<file path="config.mk">
export PLATFORM = sky130hd
export DESIGN_NAME = mecanum_wheel_duty_mixer_core
export DESIGN_NICKNAME = d
export VERILOG_FILES = /design/src/mwdm_pkg.sv /design/src/mwdm_front.sv /design/src/mwdm_divider.sv /design/src/mwdm_output.sv /design/src/mecanum_wheel_duty_mixer_core.sv
export SDC_FILE = /design/constraint.sdc
export NUM_CORES = 2
export LEC_CHECK = 0
export ABC_AREA = 1
export BUFFER_PORTS_ARGS = -buffer_cell sky130_fd_sc_hd__buf_2
export CAP_MARGIN = 20
export CORE_UTILIZATION = 68
export CTS_CLUSTER_DIAMETER = 40
export CTS_CLUSTER_SIZE = 25
export DETAILED_ROUTE_END_ITERATION = 10
export PLACE_DENSITY = 0.9
export SYNTH_ARGS = -nofsm -noshare
export SYNTH_HDL_FRONTEND = slang
export SYNTH_SLANG_ARGS = --single-unit
</file>
<file path="constraint.sdc">
create_clock -name clk -period 6.8 [get_ports clk]
set_input_delay 0.68 -clock clk [delete_from_list [all_inputs] [get_ports clk]]
set_output_delay 0.68 -clock clk [all_outputs]
set_load 0.02 [all_outputs]
</file>
<file path="src/mwdm_pkg.sv">
`timescale 1ns / 1ps

package mwdm_pkg;

    localparam int VEL_W      = 8;
    localparam int FS_W       = 8;
    localparam int DEM_W      = 10;
    localparam int MAG_W      = 9;
    localparam int NUM_W      = MAG_W + FS_W;
    localparam int QUO_W      = FS_W;
    localparam int LANES      = 4;
    localparam int DIV_STAGES = QUO_W;
    localparam int LATENCY    = 2 + DIV_STAGES + 1;

    localparam logic [FS_W-1:0] FULL_SCALE_RESET = 8'd100;

    // Wheel lanes, in the order the demands are formed.
    localparam int LANE_FL = 0;
    localparam int LANE_FR = 1;
    localparam int LANE_RL = 2;
    localparam int LANE_RR = 3;

    typedef struct packed {
        logic [LANES-1:0][NUM_W-1:0] rem;
        logic [LANES-1:0][QUO_W-1:0] quo;
        logic [LANES-1:0][MAG_W-1:0] mag;
        logic [LANES-1:0]            neg;
        logic [MAG_W-1:0]            max;
        logic [FS_W-1:0]             fs;
        logic                        scale;
    } div_stage_t;

endpackage

</file>
<file path="src/mwdm_front.sv">
`timescale 1ns / 1ps

module mwdm_front
(
    input  logic                                  clk,
    input  logic                                  rst_n,
    input  logic                                  valid_in,
    input  logic signed [mwdm_pkg::VEL_W-1:0]     vel_x,
    input  logic signed [mwdm_pkg::VEL_W-1:0]     vel_y,
    input  logic signed [mwdm_pkg::VEL_W-1:0]     rot_z,
    input  logic        [mwdm_pkg::FS_W-1:0]      full_scale,
    output logic                                  valid_out,
    output mwdm_pkg::div_stage_t                  stage_out
);

    localparam int EXT = mwdm_pkg::DEM_W - mwdm_pkg::VEL_W;

    logic signed [mwdm_pkg::DEM_W-1:0] vx_e;
    logic signed [mwdm_pkg::DEM_W-1:0] vy_e;
    logic signed [mwdm_pkg::DEM_W-1:0] wz_e;
    logic signed [mwdm_pkg::DEM_W-1:0] dem [mwdm_pkg::LANES];
    logic [mwdm_pkg::LANES-1:0][mwdm_pkg::DEM_W-1:0] abs_full;

    logic                                                v1_reg;
    logic [mwdm_pkg::LANES-1:0][mwdm_pkg::MAG_W-1:0]     mag1_reg;
    logic [mwdm_pkg::LANES-1:0][mwdm_pkg::MAG_W-1:0]     mag1_next;
    logic [mwdm_pkg::LANES-1:0]                          neg1_reg;
    logic [mwdm_pkg::LANES-1:0]                          neg1_next;
    logic [mwdm_pkg::FS_W-1:0]                           fs1_reg;

    logic [mwdm_pkg::MAG_W-1:0]                          max_a;
    logic [mwdm_pkg::MAG_W-1:0]                          max_b;
    logic [mwdm_pkg::MAG_W-1:0]                          max_all;
    logic                                                v2_reg;
    mwdm_pkg::div_stage_t                                s2_reg;
    mwdm_pkg::div_stage_t                                s2_next;

    // Stage one: the four demands, split into magnitude and sign.
    always_comb
    begin
        vx_e = {{EXT{vel_x[mwdm_pkg::VEL_W-1]}}, vel_x};
        vy_e = {{EXT{vel_y[mwdm_pkg::VEL_W-1]}}, vel_y};
        wz_e = {{EXT{rot_z[mwdm_pkg::VEL_W-1]}}, rot_z};
        dem[mwdm_pkg::LANE_FL] = vy_e - vx_e - wz_e;
        dem[mwdm_pkg::LANE_FR] = vy_e + vx_e + wz_e;
        dem[mwdm_pkg::LANE_RL] = vy_e + vx_e - wz_e;
        dem[mwdm_pkg::LANE_RR] = vy_e - vx_e + wz_e;
        for (int i = 0; i < mwdm_pkg::LANES; i++)
        begin
            neg1_next[i] = dem[i][mwdm_pkg::DEM_W-1];
            abs_full[i]  = neg1_next[i] ? -dem[i] : dem[i];
            mag1_next[i] = abs_full[i][mwdm_pkg::MAG_W-1:0];
        end
    end

    always_ff @(posedge clk or negedge rst_n)
    begin
        if (!rst_n)
        begin
            v1_reg <= 1'b0;
        end
        else
        begin
            v1_reg <= valid_in;
        end
    end

    always_ff @(posedge clk)
    begin
        mag1_reg <= mag1_next;
        neg1_reg <= neg1_next;
        fs1_reg  <= full_scale;
    end

    // Stage two: largest magnitude, the scaling decision and the dividends.
    always_comb
    begin
        max_a   = (mag1_reg[0] > mag1_reg[1]) ? mag1_reg[0] : mag1_reg[1];
        max_b   = (mag1_reg[2] > mag1_reg[3]) ? mag1_reg[2] : mag1_reg[3];
        max_all = (max_a > max_b) ? max_a : max_b;
        s2_next.max   = max_all;
        s2_next.fs    = fs1_reg;
        s2_next.scale = max_all > {1'b0, fs1_reg};
        s2_next.mag   = mag1_reg;
        s2_next.neg   = neg1_reg;
        s2_next.quo   = '0;
        for (int i = 0; i < mwdm_pkg::LANES; i++)
        begin
            s2_next.rem[i] = {{mwdm_pkg::FS_W{1'b0}}, mag1_reg[i]}
                           * {{mwdm_pkg::MAG_W{1'b0}}, fs1_reg};
        end
    end

    always_ff @(posedge clk or negedge rst_n)
    begin
        if (!rst_n)
        begin
            v2_reg <= 1'b0;
        end
        else
        begin
            v2_reg <= v1_reg;
        end
    end

    always_ff @(posedge clk)
    begin
        s2_reg <= s2_next;
    end

    assign valid_out = v2_reg;
    assign stage_out = s2_reg;

    a_max_covers_lanes: assert property (@(posedge clk) disable iff (!rst_n)
        v2_reg |-> (s2_reg.max >= s2_reg.mag[0]) && (s2_reg.max >= s2_reg.mag[1])
                && (s2_reg.max >= s2_reg.mag[2]) && (s2_reg.max >= s2_reg.mag[3]))
        else $error("largest magnitude below a lane magnitude");

endmodule

</file>
<file path="src/mwdm_divider.sv">
`timescale 1ns / 1ps

module mwdm_divider
(
    input  logic                  clk,
    input  logic                  rst_n,
    input  logic                  valid_in,
    input  mwdm_pkg::div_stage_t  stage_in,
    output logic                  valid_out,
    output mwdm_pkg::div_stage_t  stage_out
);

    localparam int NS = mwdm_pkg::DIV_STAGES;

    mwdm_pkg::div_stage_t link [NS+1];
    mwdm_pkg::div_stage_t pipe_reg [NS];
    mwdm_pkg::div_stage_t pipe_next [NS];
    logic [NS:0]          vlink;
    logic [NS-1:0]        v_reg;

    assign link[0]  = stage_in;
    assign vlink[0] = valid_in;

    // One quotient bit per stage, most significant first. The dividend is
    // below 256 times the divisor, so eight steps always suffice.
    for (genvar k = 0; k < NS; k++)
    begin : g_step
        localparam int BIT = mwdm_pkg::QUO_W - 1 - k;

        logic [mwdm_pkg::NUM_W-1:0] dsr;

        assign dsr = {{mwdm_pkg::FS_W{1'b0}}, link[k].max} << BIT;

        always_comb
        begin
            pipe_next[k] = link[k];
            for (int i = 0; i < mwdm_pkg::LANES; i++)
            begin
                if (link[k].rem[i] >= dsr)
                begin
                    pipe_next[k].rem[i]      = link[k].rem[i] - dsr;
                    pipe_next[k].quo[i][BIT] = 1'b1;
                end
            end
        end

        always_ff @(posedge clk)
        begin
            pipe_reg[k] <= pipe_next[k];
        end

        assign link[k+1]  = pipe_reg[k];
        assign vlink[k+1] = v_reg[k];
    end

    always_ff @(posedge clk or negedge rst_n)
    begin
        if (!rst_n)
        begin
            v_reg <= '0;
        end
        else
        begin
            v_reg <= vlink[NS-1:0];
        end
    end

    assign valid_out = vlink[NS];
    assign stage_out = link[NS];

    a_quotient_bounded: assert property (@(posedge clk) disable iff (!rst_n)
        (valid_out && stage_out.scale) |->
            (stage_out.quo[0] <= stage_out.fs) && (stage_out.quo[1] <= stage_out.fs)
         && (stage_out.quo[2] <= stage_out.fs) && (stage_out.quo[3] <= stage_out.fs))
        else $error("scaled demand exceeds full scale");

    a_remainder_reduced: assert property (@(posedge clk) disable iff (!rst_n)
        (valid_out && stage_out.scale) |->
            (stage_out.rem[0] < {{mwdm_pkg::FS_W{1'b0}}, stage_out.max})
         && (stage_out.rem[1] < {{mwdm_pkg::FS_W{1'b0}}, stage_out.max})
         && (stage_out.rem[2] < {{mwdm_pkg::FS_W{1'b0}}, stage_out.max})
         && (stage_out.rem[3] < {{mwdm_pkg::FS_W{1'b0}}, stage_out.max}))
        else $error("division left a remainder not below the divisor");

endmodule

</file>
<file path="src/mwdm_output.sv">
`timescale 1ns / 1ps

module mwdm_output
(
    input  logic                                          clk,
    input  logic                                          rst_n,
    input  logic                                          valid_in,
    input  mwdm_pkg::div_stage_t                          stage_in,
    output logic                                          valid_out,
    output logic [mwdm_pkg::LANES-1:0][mwdm_pkg::FS_W-1:0] compare,
    output logic [mwdm_pkg::LANES-1:0]                    dir
);

    logic [mwdm_pkg::LANES-1:0][mwdm_pkg::QUO_W-1:0] qeff;
    logic [mwdm_pkg::LANES-1:0][mwdm_pkg::FS_W-1:0]  cmp_next;
    logic [mwdm_pkg::LANES-1:0][mwdm_pkg::FS_W-1:0]  cmp_reg;
    logic [mwdm_pkg::LANES-1:0]                      dir_next;
    logic [mwdm_pkg::LANES-1:0]                      dir_reg;
    logic                                            v_reg;

    // Unscaled magnitudes never exceed full scale, so they fit in eight bits.
    // A negative demand that truncates to zero counts as forward.
    always_comb
    begin
        for (int i = 0; i < mwdm_pkg::LANES; i++)
        begin
            qeff[i]     = stage_in.scale ? stage_in.quo[i]
                                         : stage_in.mag[i][mwdm_pkg::QUO_W-1:0];
            cmp_next[i] = stage_in.fs - qeff[i];
            dir_next[i] = !stage_in.neg[i] || (qeff[i] == '0);
        end
    end

    always_ff @(posedge clk or negedge rst_n)
    begin
        if (!rst_n)
        begin
            v_reg <= 1'b0;
        end
        else
        begin
            v_reg <= valid_in;
        end
    end

    always_ff @(posedge clk)
    begin
        cmp_reg <= cmp_next;
        dir_reg <= dir_next;
    end

    assign valid_out = v_reg;
    assign compare   = cmp_reg;
    assign dir       = dir_reg;

endmodule

</file>
<file path="src/mecanum_wheel_duty_mixer_core.sv">
// A command accepted at one clock edge has its result on the outputs, with done
// high, for a single cycle, after the registers of two front stages, eight divider
// stages and one output stage. Throughput: one command per cycle; busy never rises.
// Reset (rst_n low, asynchronous) empties the pipeline and sets full_scale to 100.
// The receiver cannot stall: it must take every result in the cycle done is high (not enforced).
`timescale 1ns / 1ps

module mecanum_wheel_duty_mixer_core
(
    input  logic                               clk,
    input  logic                               rst_n,
    input  logic                               start,
    output logic                               busy,
    input  logic signed [mwdm_pkg::VEL_W-1:0]  vel_x,
    input  logic signed [mwdm_pkg::VEL_W-1:0]  vel_y,
    input  logic signed [mwdm_pkg::VEL_W-1:0]  rot_z,
    input  logic                               cfg_valid,
    output logic                               cfg_ready,
    input  logic        [mwdm_pkg::FS_W-1:0]   cfg_data,
    output logic                               done,
    output logic        [mwdm_pkg::FS_W-1:0]   rear_left_compare,
    output logic        [mwdm_pkg::FS_W-1:0]   rear_right_compare,
    output logic        [mwdm_pkg::FS_W-1:0]   front_right_compare,
    output logic        [mwdm_pkg::FS_W-1:0]   front_left_compare,
    output logic                               front_left_dir,
    output logic                               front_right_dir,
    output logic                               rear_left_dir,
    output logic                               rear_right_dir
);

    logic [mwdm_pkg::FS_W-1:0]                          full_scale_reg;
    logic                                               accept;
    logic                                               front_valid;
    mwdm_pkg::div_stage_t                               front_stage;
    logic                                               div_valid;
    mwdm_pkg::div_stage_t                               div_stage;
    logic [mwdm_pkg::LANES-1:0][mwdm_pkg::FS_W-1:0]     compare;
    logic [mwdm_pkg::LANES-1:0]                         dir;

    assign busy      = 1'b0;
    assign cfg_ready = 1'b1;
    assign accept    = start && !busy;

    always_ff @(posedge clk or negedge rst_n)
    begin
        if (!rst_n)
        begin
            full_scale_reg <= mwdm_pkg::FULL_SCALE_RESET;
        end
        else if (cfg_valid && cfg_ready)
        begin
            full_scale_reg <= cfg_data;
        end
    end

    mwdm_front u_front
    (
        .clk        (clk),
        .rst_n      (rst_n),
        .valid_in   (accept),
        .vel_x      (vel_x),
        .vel_y      (vel_y),
        .rot_z      (rot_z),
        .full_scale (full_scale_reg),
        .valid_out  (front_valid),
        .stage_out  (front_stage)
    );

    mwdm_divider u_divider
    (
        .clk       (clk),
        .rst_n     (rst_n),
        .valid_in  (front_valid),
        .stage_in  (front_stage),
        .valid_out (div_valid),
        .stage_out (div_stage)
    );

    mwdm_output u_output
    (
        .clk       (clk),
        .rst_n     (rst_n),
        .valid_in  (div_valid),
        .stage_in  (div_stage),
        .valid_out (done),
        .compare   (compare),
        .dir       (dir)
    );

    // Channel routing keeps the crossed front direction pins.
    assign rear_left_compare   = compare[mwdm_pkg::LANE_RL];
    assign rear_right_compare  = compare[mwdm_pkg::LANE_RR];
    assign front_right_compare = compare[mwdm_pkg::LANE_FR];
    assign front_left_compare  = compare[mwdm_pkg::LANE_FL];
    assign front_left_dir      = dir[mwdm_pkg::LANE_FR];
    assign front_right_dir     = dir[mwdm_pkg::LANE_FL];
    assign rear_left_dir       = dir[mwdm_pkg::LANE_RL];
    assign rear_right_dir      = dir[mwdm_pkg::LANE_RR];

    a_done_follows_accept: assert property (@(posedge clk) disable iff (!rst_n)
        done |-> $past(accept, mwdm_pkg::LATENCY))
        else $error("result strobe without a matching accepted command");

endmodule
</file>
==> metrics.cfg <==
[global_route]
grt_max_degree=38
antenna_found_initial=10
gr-usage-met3_pct=7.300
gr-usage-met1_pct=39.25
grt_use_total_pct=35.71
grt_pass1_wl_um=248100
grt_pass1_vias=47000
top_usage_layer=met2
grt_overflow=0
gr-usage-met2_pct=60.46

[synth]
synth_edf_count=0
syn_area_sq_um=59590
syn_nets=7600
synth_cell_type_count=73
ys_ff_latch=1250
yosysSeqAreaShare_pct=42.16
synthCells=6803
synth_warnings=0
syn_avg_cell_area_sq_um=8.760
synthFlopType=dfxtp_1
async_flop_share_pct=1.520

[worst_setup_path]
endpoint_kind=flop
path_common_cell=nand2_1
worstSetupPathType=flop to flop
start_kind=flop
max_stage_delay_ns=0.91
worstPathRequired_ns=7.51
cp.arrival_ns=6.22
slowest_stage=dfxtp_1
cp_max_fo=19
worstPathCellList=buf_4, nand2_1, fa_1, fa_1, inv_1, fa_1, inv_1, fa_1, inv_1, ha_1, nand2_1, o21bai_1, nand2_1, nand3_1, nand2_1, nand2_1, nand2_1, nand2_1, xor2_1

[floorplanning]
dieArea_sq_um=88820
start_util_pct=68.69
fp.dieH_um=298.0
rows=108
die_w_um=298.0
ioPinCount=75
coreArea_sq_um=86750

[cells_and_area]
fin_cells=8166
syn_to_final_growth_pct=9.967
nets=7696
largest_register_ffs=1028
nFillCells=5623
final_layout_size_suffix_gt1_share_pct=7.963

[timing]
tightest_slew_ns=0.8980
finalSetupViolations=0
fmax_mhz=181.5
rsz0062_at_grt=false
hold_viol_final=0
setup_tns_ns=0
fin_crit_ns=5.508
maxSlewViolCount=0
finalClockSkew_ns=0.07066
fin_crit_sh_pct=81.00
max_slew_margin_pct=40.05

[detailed_routing]
drt_iter0_drc=4431
post-route-drc-count=0
drt-total-wl_um=159200
drt-wirelength-per-cell_um=19.49
ant_nets=0
vias_per_cell=5.718
firstDrtPassIters=6
via_count=46690

[clock_tree]
tritoncts=built
cts_sinks=1250
clk_pin_slew_ns=0.08
clk_latency_ns=0.80
cts_root_buf=clkbuf_16
clk_path_buf_depth=3
cts_buffers=133
cts.htree.levels=4

[placement]
gp_congestion=1.026
port_buffers=72
placed_cells=7918
hpwl_um=115300

[worst_hold_path]
hp-class=primary input to flop

[run]
maxCapViolCount=0

[run_status]
status=finished clean

cells in the final DEF, fill, tap and decap left out, drive strengths merged, types with 92 or more instances in the layout:
master / count
nand3: 245
xnor2: 126
fa: 206
inv: 1047
a21oi: 388
clkbuf: 156
nand2: 1429
dfxtp: 1231
nor2: 370
xor2: 191
nand4: 117
ha: 555
o21ai: 379
buf: 92
final cells by class:
class / instances / area, sq um / share of cell area [%]
clock inverter: 87 / 1157 / 1.766
timing repair buffer: 93 / 524.3 / 0.8000
clock buffer: 156 / 3640 / 5.554
tap: 1155 / 1445 / 2.205
sequential: 1250 / 25120 / 38.34
multi-input combinational: 4416 / 29850 / 45.55
inverter: 1005 / 3782 / 5.772
antenna: 4 / 10.01 / 0.01527
metrics by stage:
stage / setup WS (ns) / area, sq um / hold WS, ns / util (%)
CTS: 1.710 / 65520 / 0.009133 / 75.53
detailed placement: 1.975 / 60720 / 0.3121 / 69.99
floorplan: 2.556 / 59590 / 0.3096 / -
global placement: 2.196 / 60700 / 0.3095 / 69.97
finish: 1.292 / 65530 / 0.03104 / 75.54
global route: 1.179 / 65520 / 0.001359 / 75.53
layer usage:
metal	vias up	wire, um
met1	21510	58230
met2	2326	75660
met5	-	18
li1	22060	-
met3	805	11870
met4	2	13420
synth_stat cells (48+ instances only):
cell,instances,area share (%)
nand4_1,116,1.2
xor2_1,191,2.8
fa_1,206,6.9
a21oi_1,375,3.1
nand3_1,235,2.0
o21ai_0,222,1.9
clkbuf_1,69,0.43
xnor2_1,126,1.9
nand2_1,1396,8.8
dfxtp_1,1231,41
nor3_1,73,0.61
nor2_1,346,2.2
ha_1,555,12
o21ai_2,48,0.71
o21ai_1,109,0.92
inv_1,986,6.2
worst paths after layout:
kind | from | to | slack (ns) | cells after the start
worst max-delay path | u_front.fs1_reg[5]$_DFF_P_ | u_front.stage_out[105]$_DFF_P_ | 1.29 | 19
worst min-delay path | start | u_front.v1_reg$_DFF_PN0_ | 0.03 | 1
worst max register to register | u_front.fs1_reg[5]$_DFF_P_ | u_front.stage_out[105]$_DFF_P_ | 1.29 | 19
worst min register to register | u_divider.pipe_reg[0][247]$_DFF_P_ | u_divider.pipe_reg[0][405]$_DFF_P_ | 0.29 | 0
max in group asynchronous | rst_n | full_scale_reg[6]$_DFFE_PN1P_ | 6.08 | 2
min in group asynchronous | rst_n | u_divider.v_reg[6]$_DFF_PN0_ | 0.38 | 2
critical path, delay by kind of cell (launching register included):
family	cells	cell delay (ns)
adder cells (fa/ha/maj)	5	2.64
buffers and inverters	4	0.64
XOR/XNOR	1	0.17
AO/OA/AOI/OAI	1	0.29
AND/OR/NAND/NOR	8	0.76
flip-flops	1	0.91
repair_timing:
item,CTS,global route
hold buffers,1,0
gates resized for setup,0,0
buffers inserted,0,0
hold endpoints to repair,16,0
logic make-up (layout without fill, tap and decap cells):
family / count (synthesis) / after routing / synth area share (%)
adders and majority gates: 761 / 761 / 18.57
muxes: 33 / 33 / 0.5732
buffers and inverters: 1137 / 1341 / 7.754
AOI/OAI and AO/OA: 933 / 933 / 9.041
DFF: 1250 / 1250 / 42.16
other: 2 / 6 / 0.01260
xor gates and xnor gates: 317 / 317 / 4.659
and+or+nand+nor: 2370 / 2370 / 17.23
Power is left out: the tool's default activity adds up to more than one toggle a clock period on the data nets, which glitch-free logic cannot reach.
